[config.mk]
export PLATFORM = sky130hd
export DESIGN_NAME = hash_set_insert_remove_lookup_unit
export DESIGN_NICKNAME = d
export VERILOG_FILES = /design/src/hdl/hsirl_pkg.sv /design/src/hdl/hash_set_insert_remove_lookup_unit.sv /design/src/hdl/hsirl_ram.sv /design/src/hdl/hsirl_mod_unit.sv
export VERILOG_INCLUDE_DIRS = /design/src /design/src/hdl
export SDC_FILE = /design/constraint.sdc
export NUM_CORES = 2
export LEC_CHECK = 0
export BUFFER_PORTS_ARGS = -buffer_cell sky130_fd_sc_hd__buf_2
export CAP_MARGIN = 5
export CORE_UTILIZATION = 60
export DETAILED_ROUTE_END_ITERATION = 8
export HOLD_SLACK_MARGIN = 0.15
export PLACE_DENSITY = 0.76
export SLEW_MARGIN = 15
export SYNTH_ARGS = -nofsm -noshare
export SYNTH_HDL_FRONTEND = slang
export SYNTH_SLANG_ARGS = --single-unit
[constraint.sdc]
create_clock -name clk -period 9.58 [get_ports clk]
set_input_delay 1.916 -clock clk [delete_from_list [all_inputs] [get_ports clk]]
set_output_delay 1.916 -clock clk [all_outputs]
set_load 0.01 [all_outputs]
[src/hdl/hash_set_insert_remove_lookup_unit_assert.svh]
// assertion macros used by hash_set_insert_remove_lookup_unit
`ifndef HASH_SET_INSERT_REMOVE_LOOKUP_UNIT_ASSERT_SVH
`define HASH_SET_INSERT_REMOVE_LOOKUP_UNIT_ASSERT_SVH

// same-cycle implication
`define HSIRL_ASSERT_IMP(label, clock, rstn, ante, cons) \
	label: assert property (@(posedge clock) disable iff (!(rstn)) (ante) |-> (cons)) \
		else $error("hsirl assertion failed");

// next-cycle implication
`define HSIRL_ASSERT_NXT(label, clock, rstn, ante, cons) \
	label: assert property (@(posedge clock) disable iff (!(rstn)) (ante) |=> (cons)) \
		else $error("hsirl assertion failed");

`endif

[src/hdl/hsirl_pkg.sv]
`timescale 1ns / 1ps
package hsirl_pkg;

	localparam int BUCKETS = 7;
	localparam int WAYS    = 4;
	localparam int SLOTS   = BUCKETS * WAYS;

	localparam int KEY_W    = 31;
	localparam int CMD_W    = 2;
	localparam int STATUS_W = 3;
	localparam int IDX_W    = 3;

	localparam int BKT_W  = (BUCKETS > 1) ? $clog2(BUCKETS) : 1;
	localparam int WAY_W  = (WAYS > 1) ? $clog2(WAYS) : 1;
	localparam int SLOT_W = (SLOTS > 1) ? $clog2(SLOTS) : 1;

	// key / BUCKETS as (key * RECIP) >> RECIP_SH, exact over the whole key range
	localparam int              RECIP_SH = KEY_W + $clog2(BUCKETS);
	localparam int              RECIP_W  = KEY_W + 1;
	localparam longint unsigned RECIP    = ((64'd1 << RECIP_SH) + BUCKETS - 1) / BUCKETS;
	localparam int              PROD_W   = KEY_W + RECIP_W;

	localparam int S_DATA_W = ((CMD_W + KEY_W + 7) / 8) * 8;
	localparam int M_DATA_W = ((STATUS_W + IDX_W + 7) / 8) * 8;

	typedef enum logic [CMD_W-1:0] {
		CMD_INSERT = 2'd0,
		CMD_REMOVE = 2'd1,
		CMD_QUERY  = 2'd2
	} cmd_t;

	typedef enum logic [STATUS_W-1:0] {
		ST_INSERTED  = 3'd0,
		ST_ALREADY   = 3'd1,
		ST_REMOVED   = 3'd2,
		ST_NOT_FOUND = 3'd3,
		ST_FULL      = 3'd4,
		ST_PRESENT   = 3'd5
	} status_t;

	typedef enum logic [2:0] {
		S_IDLE,
		S_HASH,
		S_RD,
		S_CMP,
		S_EXEC
	} state_t;

	typedef struct packed {
		logic             done;
		logic [BKT_W-1:0] rem;
	} mod_res_t;

endpackage

[src/hdl/hash_set_insert_remove_lookup_unit.sv]
`timescale 1ns / 1ps
// hash set of 31-bit keys, BUCKETS buckets of WAYS slots, bucket = key mod BUCKETS
// input stream s_*: one command per transfer (insert, remove or query a key)
// output stream m_*: one status transfer per command, with the bucket number
// each command runs alone through a small sequencer:
//   - the hash unit forms key mod BUCKETS as a registered reciprocal multiply,
//     then a registered multiply-back and subtract
//   - the bucket row is then scanned one way at a time through the key ram,
//     each way in a read step, then a compare against the registered ram data
//   - a last step applies the update and loads the output register
// s_tready is high only while the sequencer is idle, so a new command is not taken
// until the previous one has gone through its last step
// a finished status sits in the output register while the next command is taken;
// if the receiver still holds the previous one, the sequencer waits in its last step
// reset clears the slot valid flags, the sequencer and m_tvalid; the key ram needs no
// clearing since a key is only looked at when its valid flag is set
module hash_set_insert_remove_lookup_unit (
	input  logic                           clk,
	input  logic                           arst_n,
	input  logic                           s_tvalid,
	output logic                           s_tready,
	input  logic [hsirl_pkg::S_DATA_W-1:0] s_tdata,  // command[1:0], key[32:2]
	output logic                           m_tvalid,
	input  logic                           m_tready,
	output logic [hsirl_pkg::M_DATA_W-1:0] m_tdata   // status[2:0], bucket_index[5:3]
);
	import hsirl_pkg::*;

	state_t           state_q;
	state_t           next_state;
	logic [CMD_W-1:0] cmd_q;
	logic [KEY_W-1:0] key_q;
	logic [BKT_W-1:0] bucket_q;
	logic [SLOT_W-1:0] base_q;
	logic [WAY_W-1:0] way_q;
	logic             hit_q;
	logic             free_q;
	logic [SLOT_W-1:0] hit_slot_q;
	logic [SLOT_W-1:0] free_slot_q;
	logic             valid_q [SLOTS];
	logic             m_tvalid_q;
	logic [M_DATA_W-1:0] m_tdata_q;

	logic             accept;
	logic             out_free;
	logic             last_way;
	logic [SLOT_W-1:0] slot_addr;
	logic [KEY_W-1:0] ram_rdata;
	logic             key_match;
	logic             do_set;
	logic             do_clear;
	logic             exec_go;
	status_t          status;
	mod_res_t         mod_res;

	assign accept    = s_tvalid & s_tready;
	assign out_free  = ~m_tvalid_q | m_tready;
	assign last_way  = (way_q == WAY_W'(WAYS - 1));
	assign slot_addr = base_q + SLOT_W'(way_q);
	assign key_match = (ram_rdata == key_q);
	assign exec_go   = (state_q == S_EXEC) && out_free;

	hsirl_mod_unit u_mod (
		.clk    (clk),
		.arst_n (arst_n),
		.start  (accept),
		.key    (s_tdata[CMD_W +: KEY_W]),
		.res    (mod_res)
	);

	hsirl_ram #(
		.WIDTH (KEY_W),
		.DEPTH (SLOTS)
	) u_key_ram (
		.clk   (clk),
		.we    (do_set),
		.waddr (free_slot_q),
		.wdata (key_q),
		.raddr (slot_addr),
		.rdata (ram_rdata)
	);

	always_comb begin
		next_state = state_q;
		unique case (state_q)
			S_IDLE: begin
				if (accept) next_state = S_HASH;
			end
			S_HASH: begin
				if (mod_res.done) next_state = S_RD;
			end
			S_RD: begin
				next_state = S_CMP;
			end
			S_CMP: begin
				next_state = last_way ? S_EXEC : S_RD;
			end
			S_EXEC: begin
				if (out_free) next_state = S_IDLE;
			end
			default: next_state = S_IDLE;
		endcase
	end

	always_comb begin
		s_tready = (state_q == S_IDLE);
		do_set   = 1'b0;
		do_clear = 1'b0;
		status   = ST_NOT_FOUND;
		unique case (cmd_t'(cmd_q))
			CMD_INSERT: begin
				if (hit_q) begin
					status = ST_ALREADY;
				end else if (!free_q) begin
					status = ST_FULL;
				end else begin
					status = ST_INSERTED;
					do_set = exec_go;
				end
			end
			CMD_REMOVE: begin
				if (hit_q) begin
					status   = ST_REMOVED;
					do_clear = exec_go;
				end
			end
			default: begin
				// query, and the unused code behaves the same
				status = hit_q ? ST_PRESENT : ST_NOT_FOUND;
			end
		endcase
	end

	always_ff @(posedge clk or negedge arst_n) begin
		if (!arst_n) begin
			state_q    <= S_IDLE;
			m_tvalid_q <= 1'b0;
			for (int i = 0; i < SLOTS; i++) begin
				valid_q[i] <= 1'b0;
			end
		end else begin
			state_q <= next_state;
			if (exec_go) begin
				m_tvalid_q <= 1'b1;
			end else if (m_tready) begin
				m_tvalid_q <= 1'b0;
			end
			if (do_set) begin
				valid_q[free_slot_q] <= 1'b1;
			end
			if (do_clear) begin
				valid_q[hit_slot_q] <= 1'b0;
			end
		end
	end

	always_ff @(posedge clk) begin
		if (accept) begin
			cmd_q  <= s_tdata[CMD_W-1:0];
			key_q  <= s_tdata[CMD_W +: KEY_W];
			way_q  <= '0;
			hit_q  <= 1'b0;
			free_q <= 1'b0;
		end
		if (state_q == S_HASH && mod_res.done) begin
			bucket_q <= mod_res.rem;
			base_q   <= SLOT_W'(mod_res.rem * WAYS);
		end
		if (state_q == S_CMP) begin
			// first matching valid slot, first empty slot
			if (valid_q[slot_addr]) begin
				if (!hit_q && key_match) begin
					hit_q      <= 1'b1;
					hit_slot_q <= slot_addr;
				end
			end else if (!free_q) begin
				free_q      <= 1'b1;
				free_slot_q <= slot_addr;
			end
			if (!last_way) begin
				way_q <= way_q + 1'b1;
			end
		end
		if (exec_go) begin
			m_tdata_q <= M_DATA_W'({IDX_W'(bucket_q), status});
		end
	end

	assign m_tvalid = m_tvalid_q;
	assign m_tdata  = m_tdata_q;

`include "hash_set_insert_remove_lookup_unit_assert.svh"

	`HSIRL_ASSERT_NXT(a_accept_starts_hash, clk, arst_n, accept, state_q == S_HASH)
	`HSIRL_ASSERT_IMP(a_result_from_exec, clk, arst_n, $rose(m_tvalid), $past(state_q) == S_EXEC)
	`HSIRL_ASSERT_NXT(a_insert_sets_valid, clk, arst_n, do_set, valid_q[$past(free_slot_q)])
	`HSIRL_ASSERT_IMP(a_no_set_and_clear, clk, arst_n, do_set, !do_clear)

endmodule

[src/hdl/hsirl_ram.sv]
`timescale 1ns / 1ps
module hsirl_ram #(
	parameter int WIDTH = 8,
	parameter int DEPTH = 16,
	parameter int ADDR_W = (DEPTH > 1) ? $clog2(DEPTH) : 1
) (
	input  logic              clk,
	input  logic              we,
	input  logic [ADDR_W-1:0] waddr,
	input  logic [WIDTH-1:0]  wdata,
	input  logic [ADDR_W-1:0] raddr,
	output logic [WIDTH-1:0]  rdata
);

	logic [WIDTH-1:0] mem [DEPTH];

	always_ff @(posedge clk) begin
		if (we) begin
			mem[waddr] <= wdata;
		end
		rdata <= mem[raddr];
	end

endmodule

[src/hdl/hsirl_mod_unit.sv]
`timescale 1ns / 1ps
module hsirl_mod_unit (
	input  logic                        clk,
	input  logic                        arst_n,
	input  logic                        start,
	input  logic [hsirl_pkg::KEY_W-1:0] key,
	output hsirl_pkg::mod_res_t         res
);
	import hsirl_pkg::*;

	logic              vld_s1;
	logic              done_s2;
	logic [KEY_W-1:0]  key_s1;
	logic [PROD_W-1:0] prod_s1;
	logic [BKT_W-1:0]  rem_s2;
	logic [KEY_W-1:0]  quot;
	logic [KEY_W-1:0]  rem_full;

	// quotient from the reciprocal product, then multiply back and subtract
	assign quot     = KEY_W'(prod_s1 >> RECIP_SH);
	assign rem_full = key_s1 - KEY_W'(quot * KEY_W'(BUCKETS));

	always_ff @(posedge clk or negedge arst_n) begin
		if (!arst_n) begin
			vld_s1  <= 1'b0;
			done_s2 <= 1'b0;
		end else begin
			vld_s1  <= start;
			done_s2 <= vld_s1;
		end
	end

	always_ff @(posedge clk) begin
		if (start) begin
			key_s1  <= key;
			prod_s1 <= PROD_W'(key) * PROD_W'(RECIP);
		end
		if (vld_s1) begin
			rem_s2 <= BKT_W'(rem_full);
		end
	end

	assign res.done = done_s2;
	assign res.rem  = rem_s2;

endmodule
* Word level (Yosys, flattened, before mapping)
Memory sizes are Yosys's and may differ from the RTL's. A register that Yosys moved wholly into a read port is not among the register bits. Cells that the tools add are included.
Storage, ports and cells: register bits 156, memory bits (writable) 868, output and inout bits 10, word-level logic and storage cells 126, memories kept 1
Memories:
- u_key_ram.mem | depth 28, bits a word 31, rd ports 1, clocked after memory_dff 1, wr ports 1, line hsirl_ram.sv:15 | logic [WIDTH-1:0] mem [DEPTH];
Cells by class: add/subtract/negate cells 3, multiply operators 2, $lt $le $gt $ge 5, eq/ne operators 10, mux-type cells 39, bitwise logic cells 11, reduce and logical (&&, ||, !) cells 12
Operators by type and width (count):
- $mul 31x32->63 const B | 1
- $mux 28 | 2
- $eq 31x31->1 | 1
- $mul 29x3->3 const B | 1
- $and 28x28->28 | 1
- $not 28->28 | 1
- $or 28x28->28 | 1
- $mux 1 | 22
- $mux 3 | 7
- $ge 6x6->1 const B | 3
- $not 5->6 | 3
- $pmux 3 s5 | 1
- $lt 6x1->1 const B | 2
- $demux 1 s5 | 2
- $reduce_and 3->1 | 3
- $eq 3x2->1 const B | 2
- $mux 2 | 3
- $pmux 3 s2 | 1
- $add 5x2->5 | 1
- $bmux 1 s5 | 1
- $logic_and 1x1->1 | 5
- $ne 2x1->1 const B | 2
- $eq 3x1->1 const B | 1
- $eq 3x3->1 const B | 1
- other kinds (12) | 14

* Depth between registers and ports, before layout
word-level depth 9, mapped depth 23

* Cells and area by module
A second synthesis with hierarchy kept.
Unflattened totals: cells, all modules 2618, area total of the unflattened synthesis 44931.8 um^2
By module, submodules not included:
- hsirl_ram | times used 1, cells an instance 1666, area each 34088.9 um^2
- hsirl_mod_unit | times used 1, cells an instance 662, area each 6961.7 um^2
- hash_set_insert_remove_lookup_unit | times used 1, cells an instance 290, area each 3881.2 um^2

* Worst setup path before layout
No wires, ideal clock.
kind input to register, start point input port s_tdata[31] in the netlist's numbering, end point register u_mod.prod_s1[35], data pin, setup time 0.264 ns, data arrival time 6.984 ns, data required time 9.316 ns, slack 2.332 ns, stages 21, path buffers 0, cell sequence inv_1 ha_1 fa_1 inv_1 fa_1 inv_1 fa_1 inv_1 fa_1 fa_1 inv_1 fa_1 inv_1 ha_1 ha_1 nand4_1 or2_2 or3_1 o221ai_1 a221oi_1 xnor2_1
On the way: word-level cells in the longest chain between the ends 1
Ends and longest elaborated chain:
- from (decl) | line hash_set_insert_remove_lookup_unit.sv:22 | input logic [hsirl_pkg::S_DATA_W-1:0] s_tdata,
- $mul 31x32->63 | line hsirl_mod_unit.sv:36 | prod_s1 <= PROD_W'(key) * PROD_W'(RECIP);
- to (signal assigned) | line hsirl_mod_unit.sv:36
- to (decl) | line hsirl_mod_unit.sv:14 | logic [PROD_W-1:0] prod_s1;
No other way between the ends. A chain may end at the register's enable or synchronous reset.

* Worst setup path after layout
Ends and elaborated chain as after synthesis.

==> impl_metrics.py <==
metrics = {
    "outcome": {
        "outcome": "completed",
    },
    "timing": {
        "grt_setup_unrepaired": "no",
        "fmax_mhz": 139.3,
        "setup_viol": 0,
        "hold_violations": 0,
        "fin_ws_ns": 2.400,
        "skew_ns": 0.04874,
        "fin_setup_tns_ns": 0,
        "worst_pin_slew_ns": 1.058,
        "period_needed_ns": 7.180,
        "slew_viol_final": 0,
        "max_slew_margin_pct": 29.49,
        "fin_crit_sh_pct": 74.95,
    },
    "grt": {
        "grt_max_degree": 143,
        "overflow": 0,
        "antenna_found_initial": 4,
        "track_usage_pct": 27.70,
        "grt_pass1_vias": 23020,
        "grt_pass1_wl_um": 148000,
    },
    "cts": {
        "cts_hold_buf": 0,
        "cts-root-buf": "clkbuf_16",
        "cts_resized": 0,
        "numCtsBuffers": 96,
        "htreeDepth": 3,
        "postCtsSetupRepairBufs": 0,
        "worstSkewPairLatency_ns": 0.68,
        "cts_sinks": 995,
        "cts_tree": "done",
        "cts_max_path_buffers": 3,
        "path_clk_slew_ns": 0.06,
    },
    "detailed_routing": {
        "drtPass1Iterations": 5,
        "routed_via_density": 6.334,
        "wl_per_cell_um": 28.76,
        "post-route-drc-count": 0,
        "antenna_left": 0,
        "via_count": 21780,
        "wl_um": 98890,
        "drt_iter0_markers": 2177,
    },
    "setup_path": {
        "cp_max_fo": 5,
        "required_ns": 9.95,
        "r2r_setup_slack_ns": 5.57,
        "cp-start-kind": "input port",
        "crit_type": "input port to flop",
        "cp-end-kind": "flop",
        "worst_ep_arrival_time_ns": 7.55,
    },
    "placed_design": {
        "place_congestion": 0.8443,
        "pre_cts_slack_ns": 1.755,
        "io_buffers": 44,
        "place_inst": 3260,
        "dp_hpwl_um": 55260,
    },
    "final_layout": {
        "fin_cells": 3439,
        "layout_common_cells": "edfxtp_1, mux4_2, inv_1, ha_1, fa_1",
        "fin_nets": 2769,
        "drive_gt1_share_pct": 22.58,
        "area.growth.synth_to_final_pct": 10.76,
        "layout_commonest_cell": "edfxtp_1",
        "diodes": 0,
    },
    "die": {
        "die_area_mm2": 0.07484,
        "pin_count": 54,
        "start_util_pct": 60.65,
        "rows": 99,
        "die_w_um": 273.6,
        "fp.dieH_um": 273.6,
        "coreArea_mm2": 0.07296,
    },
    "min_path": {
        "holdCritPathClass": "flop to flop",
    },
    "logic_synthesis": {
        "yosysWarningCount": 0,
        "synth_edf_count": 926,
        "syn_area_per_cell_um2": 19.36,
        "yosys.cell_types.count": 57,
        "ys_ff_latch": 995,
        "syn-cell-area_mm2": 0.04425,
        "ys_async_sr_fraction_pct": 3.417,
        "synth-seq-area-share_pct": 66.35,
        "netlist_instances": 2286,
        "ys.flop_type": "edfxtp_1",
    },
    "job": {
        "maxCapViolCount": 0,
    },
    "power_and_ir_drop": {
        "power_density_mw_per_mm2": 284.8,
        "irDropWorstVdd_v": 0.0008170,
        "leakage_nw": 17.33,
        "power_mw": 13.96,
    },
}
[layout make-up]
type / count / area (um^2)
Clock buffer: 125 / 2582
Sequential cell: 995 / 29370
Inverter: 235 / 882.1
Multi-Input combinational cell: 978 / 13800
Clock inverter: 54 / 563.0
Fill cell: 4624 / 23950
Tap cell: 959 / 1200
Timing Repair Buffer: 93 / 613.1
[routing by layer]
metal / vias to the layer above / global-route usage [%] / wire length [um]
li1: 9079 / - / -
met1: 11490 / 39.45 / 39010
met2: 1036 / 44.94 / 49060
met3: 180 / 4.219 / 7983
met4: 2 / 8.277 / 2831
met5: - / 0 / 11
[sequential cells by signal, summed over array words and instances (netlist names)]
| register | flops |
|---|---|
| m_tvalid | 1 |
| key_q | 30 |
| hit_slot_q | 5 |
| valid_q | 28 |
| u_mod.prod_s1 | 4 |
| m_tdata | 6 |
| u_key_ram.rdata | 31 |
| free_slot_q | 5 |
| hit_q | 1 |
| u_key_ram.mem | 868 |
| u_mod.done_s2 | 1 |
| base_q | 3 |
| state_q | 3 |
| cmd_q | 2 |
| way_q | 2 |
| u_mod.vld_s1 | 1 |
| u_mod.rem_s2 | 3 |
| free_q | 1 |
[power by group]
group	internal (mW)	switching [mW]
registers	5.06	0.271
logic	2.38	2.53
clock network	2.11	1.61
[critical path, cell delays in order]
cell,delay [ns]
buf_2,0.13
inv_1,0.06
ha_1,0.30
fa_1,0.48
inv_1,0.05
fa_1,0.49
inv_1,0.06
fa_1,0.49
inv_1,0.04
fa_1,0.45
fa_1,0.50
inv_1,0.06
fa_1,0.50
inv_1,0.05
ha_1,0.29
ha_1,0.32
nand4_1,0.16
or2_2,0.34
or3_1,0.38
o221ai_1,0.19
a221oi_1,0.14
xnor2_1,0.15
[per-stage QoR]
stage	cell area [um^2]	util [%]	hold slack [ns]
5_1_grt	49010	67.17	0.4244
3_3_place_gp	45860	62.86	0.4081
3_5_place_dp	45860	62.86	0.4071
4_1_cts	49010	67.17	0.4205
6_report	49010	67.17	0.4217
2_1_floorplan	44250	-	0.4003
[kinds of logic after synthesis]
| logic type | Yosys count | synth area share (%) |
|---|---|---|
| AO/OA/AOI/OAI | 105 | 1.592 |
| AND/OR/NAND/NOR | 171 | 1.875 |
| adder cells (fa/ha/maj) | 326 | 11.59 |
| XOR/XNOR | 52 | 1.029 |
| multiplexers | 322 | 14.61 |
| buffers and inverters | 314 | 2.941 |
| flip-flops | 995 | 66.35 |
| other | 1 | 0.008475 |
[path summary, 6_finish.rpt]
kind                                 startpoint                   to  depth (start not counted)
worst max-delay path                s_tdata[31]    u_mod.prod_s1[35]                         22
max in group asynchronous                arst_n           state_q[2]                          1
worst max register to register         way_q[0]  u_key_ram.rdata[13]                          5
min in group asynchronous                arst_n          valid_q[26]                          1
worst min-delay path            u_mod.rem_s2[0]            base_q[2]                          0
worst min register to register  u_mod.rem_s2[0]            base_q[2]                          0
[synthesized netlist by cell type (2+ instances only)]
| cell type | count | area (um^2) |
|---|---|---|
| o21a_1 | 3 | 22.52 |
| and2_1 | 3 | 18.77 |
| o211ai_1 | 2 | 15.01 |
| nand2b_1 | 4 | 25.02 |
| buf_1 | 7 | 26.28 |
| ha_1 | 186 | 2327 |
| mux2i_1 | 35 | 350.3 |
| or3_1 | 3 | 18.77 |
| a2bb2oi_1 | 14 | 122.6 |
| buf_4 | 7 | 52.55 |
| xnor2_1 | 26 | 227.7 |
| edfxtp_1 | 926 | 27810 |
| dfrtp_1 | 34 | 850.8 |
| a21oi_1 | 16 | 80.08 |
| o22a_1 | 14 | 122.6 |
| dfxtp_1 | 35 | 700.7 |
| clkbuf_1 | 33 | 123.9 |
| mux2_2 | 31 | 349.1 |
| inv_1 | 235 | 882.1 |
| o21ai_0 | 4 | 20.02 |
| a21o_1 | 8 | 60.06 |
| nand2_1 | 59 | 221.5 |
| buf_6 | 9 | 101.4 |
| nor2_1 | 48 | 180.2 |
| nand4_1 | 6 | 37.54 |
| o21ai_1 | 32 | 160.2 |
| nand3_1 | 10 | 50.05 |
| xor2_1 | 26 | 227.7 |
| nand4b_1 | 2 | 17.52 |
| a311oi_1 | 3 | 26.28 |
| nor2b_1 | 4 | 25.02 |
| nor3b_2 | 2 | 25.02 |
| nand3b_1 | 5 | 37.54 |
| nor3_1 | 5 | 25.02 |
| buf_2 | 23 | 115.1 |
| or2_2 | 6 | 37.54 |
| nor4_1 | 6 | 37.54 |
| fa_1 | 140 | 2803 |
| mux4_2 | 256 | 5766 |
Note: power is estimated with default switching activity, not from simulation.
